### src/rtl/vsht_pkg.sv
// Package: types and constants for the visited-state hash table.
package vsht_pkg;
    localparam int KEY_ELEMENTS_D = 9;
    localparam int ELEMENT_BITS_D = 4;
    localparam int BUCKETS_D      = 1024;
    localparam int WAYS_D         = 4;

    localparam int KEY_W   = 36;
    localparam int COST_W  = 7;
    localparam int ENTRY_W = 13;
    localparam int COLL_W  = 16;

    localparam logic OP_INSERT = 1'b0;
    localparam logic OP_LOOKUP = 1'b1;

    localparam logic [1:0] ST_NEW      = 2'd0;
    localparam logic [1:0] ST_PRESENT  = 2'd1;
    localparam logic [1:0] ST_IMPROVED = 2'd2;
    localparam logic [1:0] ST_FULL     = 2'd3;

    typedef struct packed {
        logic              opcode;
        logic [KEY_W-1:0]  state_key;
        logic [COST_W-1:0] path_cost;
    } t_in_item;

    typedef struct packed {
        logic [1:0]         status;
        logic               found;
        logic [COST_W-1:0]  stored_cost;
        logic               settled;
        logic [ENTRY_W-1:0] entry_count;
        logic [COLL_W-1:0]  collision_count;
    } t_out_item;

    typedef enum logic [2:0] {
        S_CLEAR, S_IDLE, S_HASH, S_READ, S_WAIT, S_UPDATE
    } t_state;
endpackage

### src/rtl/vsht_hash.sv
// Sequential polynomial hash: one tile per cycle, result modulo BUCKETS.
module vsht_hash #(
    parameter int KEY_ELEMENTS = vsht_pkg::KEY_ELEMENTS_D,
    parameter int ELEMENT_BITS = vsht_pkg::ELEMENT_BITS_D,
    parameter int BUCKETS      = vsht_pkg::BUCKETS_D,
    parameter int BKT_W        = (BUCKETS > 1) ? $clog2(BUCKETS) : 1
) (
    input  logic                      i_clk,
    input  logic                      i_rst_n,
    input  logic                      i_load,
    input  logic [vsht_pkg::KEY_W-1:0] i_key,
    output logic                      o_done,
    output logic [BKT_W-1:0]          o_bucket
);
    import vsht_pkg::*;
    localparam int CNT_W = $clog2(KEY_ELEMENTS + 3);
    localparam int WIDE  = KEY_ELEMENTS * ELEMENT_BITS + KEY_W;
    localparam logic [31:0] RECIP = 32'((64'd1 << 32) / 64'(BUCKETS));
    localparam logic [31:0] BKT32 = 32'(BUCKETS);
    localparam logic [CNT_W-1:0] CNT_HASHED = CNT_W'(KEY_ELEMENTS);
    localparam logic [CNT_W-1:0] CNT_QUOT   = CNT_W'(KEY_ELEMENTS + 1);
    localparam logic [CNT_W-1:0] CNT_DONE   = CNT_W'(KEY_ELEMENTS + 2);

    logic [WIDE-1:0]        r_key;
    logic [31:0]            r_hash;
    logic [31:0]            r_quot;
    logic [31:0]            r_rem;
    logic [CNT_W-1:0]       r_cnt;
    logic                   r_run;
    logic [ELEMENT_BITS-1:0] tile;
    logic [31:0]            n_hash;
    logic [63:0]            prod;
    logic [31:0]            rem_fix;

    assign tile   = r_key[KEY_ELEMENTS*ELEMENT_BITS-1 -: ELEMENT_BITS];
    assign n_hash = (r_hash << 5) - r_hash + 32'(tile) + 32'd48;

    // Quotient estimate is low by at most one, so one compare-subtract finishes.
    assign prod    = 64'(r_hash) * 64'(RECIP);
    assign rem_fix = (r_rem >= BKT32) ? (r_rem - BKT32) : r_rem;

    always_ff @(posedge i_clk) begin
        if (!i_rst_n) begin
            r_run <= 1'b0;
            r_cnt <= '0;
        end else if (i_load) begin
            r_run <= 1'b1;
            r_cnt <= '0;
        end else if (o_done) begin
            r_run <= 1'b0;
        end else if (r_run) begin
            r_cnt <= r_cnt + 1'b1;
        end
        if (i_load) begin
            r_key  <= WIDE'(i_key);
            r_hash <= '0;
        end else if (r_run && r_cnt < CNT_HASHED) begin
            r_key  <= r_key << ELEMENT_BITS;
            r_hash <= n_hash;
        end
        if (r_run && r_cnt == CNT_HASHED) r_quot <= prod[63:32];
        if (r_run && r_cnt == CNT_QUOT) r_rem <= r_hash - r_quot * BKT32;
    end

    assign o_done   = r_run && r_cnt == CNT_DONE;
    assign o_bucket = BKT_W'(rem_fix);
endmodule

### config.mk
export PLATFORM = sky130hd
export DESIGN_NAME = vsht_hash
export DESIGN_NICKNAME = d
export VERILOG_FILES = /design/src/rtl/vsht_pkg.sv /design/src/rtl/vsht_hash.sv
export SDC_FILE = /design/constraint.sdc
export NUM_CORES = 1
export LEC_CHECK = 0
export BUFFER_PORTS_ARGS = -buffer_cell sky130_fd_sc_hd__buf_4
export CAP_MARGIN = 20
export CORE_MARGIN = 10
export CORE_UTILIZATION = 60
export DETAILED_ROUTE_END_ITERATION = 8
export PLACE_DENSITY = 0.85
export SLEW_MARGIN = 10
export SYNTH_ARGS = -nofsm -noshare
export SYNTH_HDL_FRONTEND = slang
export SYNTH_SLANG_ARGS = --single-unit
### constraint.sdc
create_clock -name i_clk -period 5.6 [get_ports i_clk]
set_clock_uncertainty 0.15 [all_clocks]
set_input_delay 1.68 -clock i_clk [delete_from_list [all_inputs] [get_ports i_clk]]
set_output_delay 1.68 -clock i_clk [all_outputs]
set_load 0.02 [all_outputs]
== After elaboration in Yosys (flattened, before gate mapping) ==
Index checks and enable logic that the tools add are counted.
Cells by class
  equal/unequal tests: 3
  muxes and demuxes: 5
  $add $sub $neg: 6
  $lt $le $gt $ge: 2
  bitwise operators: 2
  reductions and logical operators: 8
Operators with widths (number)
  $mux W36: 2
  $sub A32 B32 Y32: 2
  $add A32 B4 Y32: 1
  $add A32 B6 Y32 const B: 1
  $ge A32 B11 Y1 const B: 1
  $eq A4 B4 Y1 const B: 3
  $mux W10: 1
  $sub A10 B1 Y10 const B: 1
  $add A4 B1 Y4 const B: 1
  $logic_and A1 B1 Y1: 4
  $lt A4 B4 Y1 const B: 1
  $reduce_bool A2 Y1: 2
  $mux W1: 2
  $not A1 Y1: 2
  $reduce_and A2 Y1: 1
  $reduce_or A2 Y1: 1
Word-level totals
  bits of input ports: 39
  register bits: 127
  word-level logic and storage cells: 32
  output and inout port bits: 11

== Logic depth before layout (Yosys ltp) ==
  depth after elaboration: 4
  depth in mapped cells: 10
  mapped depth without buffers: 10

== Worst setup path before layout ==
No wires, ideal clock.
  path type: in2reg
  start point: in i_load
  end point: reg r_key[0] (enable)
  arrival time: 3122 ps
  required time: 5051 ps
  path slack: 1929 ps
  buffers on the path: 2
  setup time: 399 ps
  cell stages on the path: 3
  path through: clkbuf_1 clkbuf_1 nand2b_1
On the way
  word-level cells in the longest chain between the ends: 1
RTL lines
  start, declared: RTL line vsht_hash.sv:10  | input logic i_load,
  $reduce_bool A2 Y1 (no source line)
  end signal, assigned: RTL line vsht_hash.sv:55  | r_key <= WIDE'(i_key);
  end signal, assigned: RTL line vsht_hash.sv:58  | r_key <= r_key << ELEMENT_BITS;
  end, declared: RTL line vsht_hash.sv:24  | logic [WIDE-1:0] r_key;
Every way passes these cells.
A chain may end at the register's enable or synchronous reset.

== Final worst setup path ==
  start point: in i_load
  end point: reg r_key[15] (enable)
The elaborated chain is that of the path after synthesis.

==> impl_metrics.json <==
{
  "ys_ff_latch": 61,
  "start_kind": "primary input",
  "seq_area_frac_synth_pct": 57.7,
  "drt_iter0_drc": 177,
  "htree_levels": 3,
  "fmax_mhz": 315,
  "async_reset_ff_share_pct": 0,
  "end_kind": "register",
  "tightest_slew_ns": 0.896,
  "relSlewSlack_pct": 39.9,
  "top_layer": "met4",
  "synthDominantAreaCellType": "edfxtp_1",
  "arrival_ns": 2.99,
  "syn_inst": 225,
  "p_leak_nw": 1.41,
  "drc": 0,
  "syn-num-nets": 284,
  "p_int_mw": 0.920,
  "grt_overflow": 0,
  "final_nets": 336,
  "setup_viol": 0,
  "die_area_um2": 8050,
  "final_cell_mix": "buf_4 (49), edfxtp_1 (46), mux2_2 (32)",
  "hold_class": "register to register",
  "crit_fanout": 54,
  "cts_tree": "yes",
  "synthToLayoutAreaGrowth_pct": 21.5,
  "vias": 1876,
  "hold_violations": 0,
  "avgRoutedWirePerCell_um": 15.5,
  "crit_family": "simple AND/OR/NAND/NOR gates",
  "postCtsHoldBufs": 0,
  "p_clk_share_pct": 33.1,
  "ctsResizeCount": 0,
  "drtPass1Iterations": 4,
  "grt_pass1_vias": 1940,
  "synth_edf_count": 46,
  "yosysUniqueCellTypes": 38,
  "synth_top_area_share_pct": 47.4,
  "cp_num_buf_inv": 1,
  "fin_crit_sh_pct": 56.7,
  "coreArea_um2": 4720,
  "max_cap_viol_count": 0,
  "vdd_ir_drop_max_uv": 205,
  "p_sw_share_pct": 26.3,
  "dp_hpwl_mm": 3.91,
  "met2WireLength_mm": 2.70,
  "clock_path_buffers": 2,
  "critical_path.max_stage_delay_ns": 0.82,
  "status": "finished clean",
  "yosys-top-cells-area": "edfxtp_1 (47%), mux2_2 (12%), dfxtp_1 (10%)",
  "layoutNonFillerInstCount": 349,
  "ant_nets": 0,
  "gp_congestion": 0.877,
  "period_needed_ns": 3.18,
  "rows": 25,
  "cts_inserted_buffers": 9,
  "antenna_cells": 0,
  "clock_sinks": 61,
  "grt_max_degree": 55,
  "die_w_um": 89.7,
  "drive_gt1_share_pct": 35.5,
  "wl_met1_mm": 2.33,
  "p_comb_share_pct": 21.9,
  "antenna_found_initial": 0,
  "cp_slowest_cell": "nand2b_2",
  "die_h_um": 89.7,
  "dr_wl_met3_um": 325,
  "total_power_mw": 1.25,
  "p_sw_mw": 0.329,
  "pin_count": 50,
  "portBuffers": 49,
  "setup.worst_path.class": "primary input to register",
  "grt_pass1_wl_mm": 9.00,
  "yosysWarnings": 0,
  "worstPathCellList": "buf_4, nand2b_2",
  "root_buffer": "clkbuf_8",
  "p_per_area_nw_per_um2": 352,
  "tns_ns": 0,
  "placed_cells": 333,
  "viasPerCell": 5.38,
  "synthFlopType": "edfxtp_1",
  "start_util_pct": 61.7,
  "cts.clk_slew.worst_paths_ns": 0.06,
  "clk_latency_ns": 0.34,
  "critPathRequiredTime_ns": 5.41,
  "rsz0062_at_grt": "false",
  "routed_wl_mm": 5.42,
  "drv_slew": 0,
  "syn-cell-area_um2": 2920,
  "grt_util_all_layers_pct": 13.9,
  "mostFrequentLayoutCell": "buf_4",
  "post_cts_buffers": 0,
  "avgSynthCellArea_um2": 13.0,
  "p_seq_share_pct": 45.1
}
-- cell families (layout without fill, tap and decap cells) --
family,Yosys count,after routing,synth area share (%)
flip-flops,61,61,57.7
AND/OR/NAND/NOR,49,49,8.46
AO/OA/AOI/OAI,35,35,8.28
multiplexers,32,32,12.4
buffers and inverters,24,81,3.18
adder cells (fa/ha/maj),20,20,8.84
XOR/XNOR,4,4,1.20
-- registers in the layout, indices dropped and copies added, names as in the netlist --
name	count
r_cnt	4
r_hash	10
r_key	36
r_run	1
r_rem	10
-- final cells by class --
| class | instances | area [µm²] |
|---|---|---|
| flip-flops and latches | 61 | 1680 |
| fillers | 313 | 1180 |
| multi-input cells | 140 | 1140 |
| repair buffers | 49 | 368 |
| clock buffers | 11 | 131 |
| well taps | 67 | 83.8 |
| clock inverters | 5 | 75.1 |
| inverters | 16 | 60.1 |
-- routing by layer --
layer,vias up,track usage (%)
li1,931,-
met1,894,16.0
met2,44,22.5
met3,7,5.99
met4,0,4.85
met5,-,0
-- power by group through the flow --
stage          Sequential (mW)  Clock, mW  Combinational, mW
6_report                 0.563      0.413              0.273
5_1_grt                  0.568      0.439              0.309
4_1_cts                  0.564      0.418              0.274
3_5_place_dp             0.573          0              0.271
3_3_place_gp             0.571          0              0.260
2_1_floorplan            0.564          0              0.208
-- metrics by stage --
| stage | setup WS (ns) | util (%) | hold WS [ns] | area (µm²) |
|---|---|---|---|---|
| final | 2.42 | 75.0 | 0.290 | 3540 |
| after global routing | 2.29 | 75.0 | 0.308 | 3540 |
| after global placement | 2.08 | 70.6 | 0.270 | 3340 |
| after floorplan | 1.93 | - | 0.258 | 2920 |
| after detailed placement | 2.07 | 70.6 | 0.278 | 3340 |
| after CTS | 2.42 | 75.0 | 0.293 | 3540 |
-- synthesized netlist by cell type (3+ instances only) --
cell and instances:
a211o_1 3, a211oi_1 3, a21oi_1 11, and2_1 4
clkbuf_1 6, dfxtp_1 15, edfxtp_1 46, ha_1 19
inv_1 16, mux2_2 32, nand2_1 13, nand3_1 4
nand4_1 3, nor2_1 10, nor2b_1 3, nor3_1 4
o21ai_0 3
-- worst paths after layout --
path,depth (start not counted),to,start,slack [ns]
worst max-delay path,2,r_key[15]$_DFFE_PP_,i_load,2.42
worst min-delay path,0,r_rem[8]$_DFFE_PP_,r_hash[8]$_SDFFE_PP0P_,0.29
worst max register to register,5,r_key[15]$_DFFE_PP_,r_cnt[0]$_SDFFE_PP0P_,2.79
worst min register to register,0,r_rem[8]$_DFFE_PP_,r_hash[8]$_SDFFE_PP0P_,0.29
Power figures use the tool's default switching activity.
